**src/hdl/cdc_pkg.sv**
```systemverilog
// Package for the compass direction converter: angle formats, turn constants and the
// CORDIC arctangent table. No dependencies.
`timescale 1ns / 1ps

package cdc_pkg;

	localparam int DIR_W      = 16;
	localparam int ANGLE_W    = 32;
	localparam int GUARD_BITS = 16;
	localparam int ATAN_DEPTH = 32;

	localparam logic [ANGLE_W-1:0] HALF_TURN    = 32'h8000_0000;
	localparam logic [ANGLE_W-1:0] ROUND_HALF   = 32'd32768;
	localparam logic [DIR_W-1:0]   QUARTER_TURN = 16'd16384;
	localparam logic [DIR_W-1:0]   HALF_TURN16  = 16'd32768;
	localparam logic [DIR_W-1:0]   NORTH        = 16'd0;

	// atan(2^-i), 2^32 units per turn
	localparam logic [ANGLE_W-1:0] ATAN_TAB [ATAN_DEPTH] = '{
		32'd536870912, 32'd316933406, 32'd167458907, 32'd85004756,
		32'd42667331,  32'd21354465,  32'd10679838,  32'd5340245,
		32'd2670163,   32'd1335087,   32'd667544,    32'd333772,
		32'd166886,    32'd83443,     32'd41722,     32'd20861,
		32'd10430,     32'd5215,      32'd2608,      32'd1304,
		32'd652,       32'd326,       32'd163,       32'd81,
		32'd41,        32'd20,        32'd10,        32'd5,
		32'd3,         32'd1,         32'd1,         32'd0
	};

endpackage

```
**src/hdl/cdc_if.sv**
```systemverilog
// Stream interfaces of the compass direction converter: vector samples in, bearings out.
// Depends on cdc_pkg.
`timescale 1ns / 1ps

interface cdc_in_if #(
	parameter int DATA_WIDTH = 16
) ();
	logic                         valid;
	logic                         ready;
	logic                         mode;
	logic signed [DATA_WIDTH-1:0] first_value;
	logic signed [DATA_WIDTH-1:0] second_value;

	modport source (output valid, output mode, output first_value, output second_value,
		input ready);
	modport sink (input valid, input mode, input first_value, input second_value,
		output ready);
endinterface

interface cdc_out_if #(
	parameter int DATA_WIDTH = 16
) ();
	logic                        valid;
	logic                        ready;
	logic [cdc_pkg::DIR_W-1:0]   direction;
	logic [DATA_WIDTH-1:0]       magnitude;

	modport source (output valid, output direction, output magnitude, input ready);
	modport sink (input valid, input direction, input magnitude, output ready);
endinterface

```
**src/hdl/compass_direction_converter.sv**
```systemverilog
// Compass direction converter top level: input conditioning, pipelined CORDIC vectoring
// stages and bearing output register. Depends on cdc_pkg and cdc_if.
//
//   channel   modport           transfer content
//   sample    cdc_in_if.sink    mode, first_value (x or magnitude), second_value (y or angle)
//   bearing   cdc_out_if.source direction (0 = North, clockwise), magnitude
//
// One sample per cycle sustained while bearing.ready is high; one conditioning
// stage, one stage per CORDIC iteration, one rounding/output stage.
// Reset clears only the stage valid bits.
// A stage holds while the next one is full and stalled; empty stages ahead still fill,
// so bubbles are squeezed out and sample.ready drops only when every stage is full.
`timescale 1ns / 1ps

module compass_direction_converter #(
	parameter int DATA_WIDTH        = 16,
	parameter int CORDIC_ITERATIONS = 16
) (
	input  logic        clk,
	input  logic        arst_n,
	cdc_in_if.sink      sample,
	cdc_out_if.source   bearing
);

	localparam int N  = CORDIC_ITERATIONS;
	localparam int DW = DATA_WIDTH;
	localparam int W  = DW + cdc_pkg::GUARD_BITS + 2;
	localparam int AW = cdc_pkg::ANGLE_W;
	localparam int RW = cdc_pkg::DIR_W;

	// stage index 0 is conditioning, k+1 holds the result of iteration k
	logic [N:0]            v_sk;
	logic signed [W-1:0]   x_sk    [N+1];
	logic signed [W-1:0]   y_sk    [N+1];
	logic [AW-1:0]         z_sk    [N+1];
	logic [N:0]            byp_sk;
	logic [RW-1:0]         bdir_sk [N+1];
	logic [DW-1:0]         mag_sk  [N+1];

	logic                  v_sf;
	logic [RW-1:0]         direction_sf;
	logic [DW-1:0]         magnitude_sf;

	logic [N+1:0]          rdy;

	// ready chain
	assign rdy[N+1] = !v_sf || bearing.ready;
	for (genvar k = 0; k <= N; k++) begin : g_rdy
		assign rdy[k] = !v_sk[k] || rdy[k+1];
	end

	assign sample.ready = rdy[0];

	// conditioning
	logic signed [W-1:0]   xa, ya, x0, y0;
	logic [AW-1:0]         z0;
	logic [DW+RW-1:0]      ang_ext;
	logic [RW-1:0]         ang;
	logic [DW-1:0]         abs_mag;
	logic                  null_vec;

	always_comb begin
		xa = {{(W-DW-cdc_pkg::GUARD_BITS){sample.first_value[DW-1]}}, sample.first_value,
			{cdc_pkg::GUARD_BITS{1'b0}}};
		ya = {{(W-DW-cdc_pkg::GUARD_BITS){sample.second_value[DW-1]}}, sample.second_value,
			{cdc_pkg::GUARD_BITS{1'b0}}};
		if (xa[W-1]) begin
			x0 = -xa;
			y0 = -ya;
			z0 = cdc_pkg::HALF_TURN;
		end else begin
			x0 = xa;
			y0 = ya;
			z0 = '0;
		end
		ang_ext  = {{RW{1'b0}}, sample.second_value};
		ang      = ang_ext[RW-1:0];
		abs_mag  = sample.first_value[DW-1] ? (~sample.first_value + 1'b1)
			: sample.first_value;
		if (sample.first_value[DW-1]) begin
			ang = ang + cdc_pkg::HALF_TURN16;
		end
		null_vec = (sample.first_value == '0) && (sample.second_value == '0);
	end

	always_ff @(posedge clk or negedge arst_n) begin
		if (!arst_n) begin
			v_sk[0] <= 1'b0;
		end else if (rdy[0]) begin
			v_sk[0] <= sample.valid;
		end
	end

	always_ff @(posedge clk) begin
		if (rdy[0]) begin
			x_sk[0]    <= x0;
			y_sk[0]    <= y0;
			z_sk[0]    <= z0;
			byp_sk[0]  <= sample.mode || null_vec;
			bdir_sk[0] <= sample.mode ? ang : cdc_pkg::NORTH;
			mag_sk[0]  <= sample.mode ? abs_mag : '0;
		end
	end

	// CORDIC vectoring iterations, one per stage
	for (genvar i = 0; i < N; i++) begin : g_iter
		logic signed [W-1:0] xs, ys, xn, yn;
		logic [AW-1:0]       zn;

		always_comb begin
			xs = x_sk[i] >>> i;
			ys = y_sk[i] >>> i;
			if (!y_sk[i][W-1]) begin
				xn = x_sk[i] + ys;
				yn = y_sk[i] - xs;
				zn = z_sk[i] + cdc_pkg::ATAN_TAB[i];
			end else begin
				xn = x_sk[i] - ys;
				yn = y_sk[i] + xs;
				zn = z_sk[i] - cdc_pkg::ATAN_TAB[i];
			end
		end

		always_ff @(posedge clk or negedge arst_n) begin
			if (!arst_n) begin
				v_sk[i+1] <= 1'b0;
			end else if (rdy[i+1]) begin
				v_sk[i+1] <= v_sk[i];
			end
		end

		always_ff @(posedge clk) begin
			if (rdy[i+1]) begin
				x_sk[i+1]    <= xn;
				y_sk[i+1]    <= yn;
				z_sk[i+1]    <= zn;
				byp_sk[i+1]  <= byp_sk[i];
				bdir_sk[i+1] <= bdir_sk[i];
				mag_sk[i+1]  <= mag_sk[i];
			end
		end
	end

	// rounding and bearing
	logic [AW-1:0] z_rnd;
	logic [RW-1:0] dir_calc;

	always_comb begin
		z_rnd    = z_sk[N] + cdc_pkg::ROUND_HALF;
		dir_calc = cdc_pkg::QUARTER_TURN - z_rnd[AW-1:AW-RW];
	end

	always_ff @(posedge clk or negedge arst_n) begin
		if (!arst_n) begin
			v_sf <= 1'b0;
		end else if (rdy[N+1]) begin
			v_sf <= v_sk[N];
		end
	end

	always_ff @(posedge clk) begin
		if (rdy[N+1]) begin
			direction_sf <= byp_sk[N] ? bdir_sk[N] : dir_calc;
			magnitude_sf <= mag_sk[N];
		end
	end

	assign bearing.valid     = v_sf;
	assign bearing.direction = direction_sf;
	assign bearing.magnitude = magnitude_sf;

endmodule

```
**src/flat_wrapper.sv**
```systemverilog
// flat-port wrapper written by rule: the top's interface ports become plain ports
module compass_direction_converter_flat 
#(
	parameter int DATA_WIDTH        = 16,
	parameter int CORDIC_ITERATIONS = 16
)
  (clk, arst_n, sample_valid, sample_mode, sample_first_value, sample_second_value, sample_ready, bearing_valid, bearing_direction, bearing_magnitude, bearing_ready);
  cdc_in_if #(.DATA_WIDTH(DATA_WIDTH)) sample_i ();
  cdc_out_if #(.DATA_WIDTH(DATA_WIDTH)) bearing_i ();
  input  logic clk;
  input  logic arst_n;
  input wire logic [$bits(sample_i.valid)-1:0] sample_valid;
  input wire logic [$bits(sample_i.mode)-1:0] sample_mode;
  input wire logic [$bits(sample_i.first_value)-1:0] sample_first_value;
  input wire logic [$bits(sample_i.second_value)-1:0] sample_second_value;
  output wire logic [$bits(sample_i.ready)-1:0] sample_ready;
  output wire logic [$bits(bearing_i.valid)-1:0] bearing_valid;
  output wire logic [$bits(bearing_i.direction)-1:0] bearing_direction;
  output wire logic [$bits(bearing_i.magnitude)-1:0] bearing_magnitude;
  input wire logic [$bits(bearing_i.ready)-1:0] bearing_ready;
  assign sample_i.valid = sample_valid;
  assign sample_i.mode = sample_mode;
  assign sample_i.first_value = sample_first_value;
  assign sample_i.second_value = sample_second_value;
  assign sample_ready = sample_i.ready;
  assign bearing_valid = bearing_i.valid;
  assign bearing_direction = bearing_i.direction;
  assign bearing_magnitude = bearing_i.magnitude;
  assign bearing_i.ready = bearing_ready;
  compass_direction_converter #(.DATA_WIDTH(DATA_WIDTH), .CORDIC_ITERATIONS(CORDIC_ITERATIONS)) u_core (.clk(clk), .arst_n(arst_n), .sample(sample_i), .bearing(bearing_i));
endmodule
```
**config.mk**
```make
export PLATFORM = sky130hd
export DESIGN_NAME = compass_direction_converter_flat
export DESIGN_NICKNAME = d
export VERILOG_FILES = /design/src/hdl/cdc_pkg.sv /design/src/hdl/cdc_if.sv /design/src/hdl/compass_direction_converter.sv /design/src/flat_wrapper.sv
export SDC_FILE = /design/constraint.sdc
export NUM_CORES = 2
export LEC_CHECK = 0
export BUFFER_PORTS_ARGS = -buffer_cell sky130_fd_sc_hd__buf_2
export CORE_MARGIN = 10
export CORE_UTILIZATION = 35
export DETAILED_ROUTE_END_ITERATION = 10
export HOLD_SLACK_MARGIN = 0.15
export PLACE_DENSITY = 0.56
export RECOVER_POWER = 50
export SYNTH_ARGS = -nofsm -noshare
export SYNTH_HDL_FRONTEND = slang
export SYNTH_SLANG_ARGS = --single-unit
```
**constraint.sdc**
```tcl
create_clock -name clk -period 37.4 [get_ports clk]
set_input_delay 7.48 -clock clk [delete_from_list [all_inputs] [get_ports clk]]
set_output_delay 7.48 -clock clk [all_outputs]
set_load 0.005 [all_outputs]
```
==> flow_summary.json <==
{
  "dp_hpwl_um": 226600,
  "drive_gt1_share_pct": 4.310,
  "dieArea_um2": 386200,
  "layout.nets": 13586,
  "whs_endpoint": "u_core.bdir_sk[0][157]",
  "vias_per_cell": 5.065,
  "endpoint_kind": "output pin",
  "grt_pass1_wl_um": 454400,
  "synth-seq-cells": 1884,
  "yosysSeqAreaShare_pct": 44.62,
  "synth-edff-count": 1866,
  "core_um2": 359800,
  "vias": 87198,
  "cts_tree": "built",
  "nFillCells": 35062,
  "start_util_pct": 35.19,
  "postRouteAntennaNets": 0,
  "arrival_ps": 14820,
  "clk_latency_ps": 890,
  "dr.first_iter.drc_count": 4902,
  "drc_errors": 0,
  "io_pins": 71,
  "outcome": "finished, violations left",
  "min_period_ps": 22300,
  "antenna_found_initial": 10,
  "synth_flop_cell": "edfxtp_1",
  "fp.dieH_um": 621.4,
  "track_usage_pct": 14.21,
  "regToRegStartpoint": "u_core.bearing.valid",
  "yosys_warnings": 0,
  "firstDrtPassIters": 10,
  "hold_path.class": "reg -> reg",
  "synth.avg_cell_area_um2": 10.47,
  "skew_ps": 62.28,
  "setup_ws_ps": 15100,
  "max_cap_viol_count": 21,
  "min_path_cells": 0,
  "setup_tns_ps": 0,
  "grt_pass1_vias": 83639,
  "numCtsBuffers": 211,
  "setup_viol": 0,
  "cp.required_ps": 29920,
  "wl_per_cell_um": 16.71,
  "die_w_um": 621.4,
  "ys_types": 96,
  "r2r_setup_slack_ps": 29630,
  "min_from": "u_core.bdir_sk[0][141]",
  "holdBufCountCts": 0,
  "hold_viol": 0,
  "slew_headroom_pct": -109.5,
  "place_congestion": 0.8664,
  "rows": 220,
  "post_cts.repair.setup_buffers": 0,
  "syn_to_final_growth_pct": 10.37,
  "syn-cell-area_um2": 126600,
  "cp-start-kind": "primary input",
  "async_flop_share_pct": 0.9554,
  "crit_type": "in -> out",
  "root_buffer": "clkbuf_16",
  "grt_overflow": 0,
  "worst_slew_pin_slew_ps": 3142,
  "violations": "capacitance limit, slew limit",
  "fin_util_pct": 38.84,
  "grt_max_degree": 78,
  "r2r_cells": 14,
  "cts_resized": 0,
  "rsz0062_at_grt": "no",
  "wirelength_um": 287700,
  "path_max_fanout": 65,
  "numPortBuffers": 70,
  "clk_path_buf_depth": 4,
  "rr_endpoint": "u_core.y_sk[0][23]",
  "synthCells": 12089,
  "path_clk_slew_ps": 60,
  "detailedPlace.worstSlack_ps": 16530,
  "drv_slew": 915,
  "cts.sinks": 1884,
  "hold_slack_ps": 392.8,
  "fin_crit_sh_pct": 59.63,
  "h-tree-depth": 4,
  "fmax_ghz": 0.04484
}
worst max path at each step:
stage	end	from	cells past startpoint	slack, ps
6_report	sample_ready	bearing_ready	16	15100
5_1_grt	sample_ready	bearing_ready	16	14420
4_1_cts	sample_ready	bearing_ready	16	16500
3_5_place_dp	sample_ready	bearing_ready	16	16530
3_3_place_gp	sample_ready	bearing_ready	16	16540
2_1_floorplan	sample_ready	bearing_ready	11	14700
cells by family (layout without fill, tap and decap cells):
logic type,after synthesis,in the layout,synth area share [%]
and+or+nand+nor,3259,3259,12.37
muxes,54,54,0.4566
adders and majority gates,1284,1284,12.89
xor gates and xnor gates,1610,1610,11.14
DFF,1884,1884,44.62
AOI/OAI and AO/OA,3266,3266,16.36
other,1,8,0.002962
buffers and inverters,731,1078,2.171
state kept, by name (all words and copies together), names as in the netlist, 17 cells and up:
signal / flops
u_core.mag_sk: 272
u_core.byp_sk: 17
u_core.y_sk: 431
u_core.v_sk: 17
u_core.x_sk: 416
u_core.bdir_sk: 272
u_core.z_sk: 426
cell type report:
type,count,area [um2],area share [%]
well taps,4773,5972,4.274
flip-flops and latches,1884,56480,40.43
clock buffers,255,5538,3.964
diodes,6,15.01,0.01075
clock inverters,130,1598,1.144
repair buffers,126,643.1,0.4603
multi-input cells,9475,67320,48.18
inverters,567,2150,1.538
critical path, cell delays in order:
cell and delay (ps):
clkbuf_1 150, nor2b_1 270, nand2_2 160, clkbuf_1 2130, nor2_1 530, and2_1 470
and3_1 330, and3_1 350, nand3_4 130, buf_4 590, nor2_1 290, and3_1 360
and3_1 280, nand2_4 510, buf_4 530, buf_2 200
layout by cell type (no fill, tap or decap), drive strengths merged, types with 32 or more instances in the layout:
master	netlist	layout
edfxtp	1866	1866
nor2	1110	1110
a211o	37	37
clkbuf	142	293
ha	1251	1251
xnor2	1075	1075
o21bai	150	150
a211oi	87	87
o211ai	48	48
nand2	616	616
o21ai	550	550
inv	562	582
clkinv	5	68
a21oi	1183	1183
buf	22	88
and3	113	113
or2	43	43
or3	87	87
o41ai	56	56
nor4	92	92
bufinv	0	32
a31oi	124	124
a21o	448	448
a31o	33	33
o31ai	56	56
nor3	332	332
nand4	71	71
nor2b	170	170
nand2b	191	191
and2	111	111
a21boi	48	48
nand3	198	198
o21a	180	180
xor2	535	535
fa	33	33
Yosys cell counts (149+ instances only):
cell,n,area share (%)
nor2_1,1109,3.3
inv_1,562,1.7
o21a_1,180,1.1
nor2b_1,170,0.84
xor2_1,535,3.7
nand3_1,198,0.78
nand2_1,616,1.8
nor3_1,332,1.3
nand2b_1,191,0.94
edfxtp_1,1866,44
xnor2_1,1075,7.4
ha_1,1251,12
a21oi_1,1182,4.7
a21o_1,448,2.7
o21bai_1,149,0.88
o21ai_0,540,2.1
per-layer routing:
| metal | part of all wire (%) | up-vias | routed length [um] | global-route usage, % |
|---|---|---|---|---|
| met2 | 47 | 1258 | 135900 | 24.40 |
| met5 | 0 | - | 0 | 0 |
| met1 | 46 | 40340 | 132700 | 18.71 |
| met4 | 3.5 | 0 | 10110 | 4.586 |
| met3 | 3.1 | 442 | 8997 | 1.590 |
| li1 | - | 45158 | - | - |
metrics by stage:
stage / cells / area [um2]
final: 17216 / 139700
after global routing: 17216 / 139700
after CTS: 17210 / 140000
after detailed placement: 16825 / 132800
after global placement: 16825 / 132800
after floorplan: 12090 / 126600
Power is not shown: default switching activity piles up to over one toggle a cycle in this logic, so the estimate is an artifact.
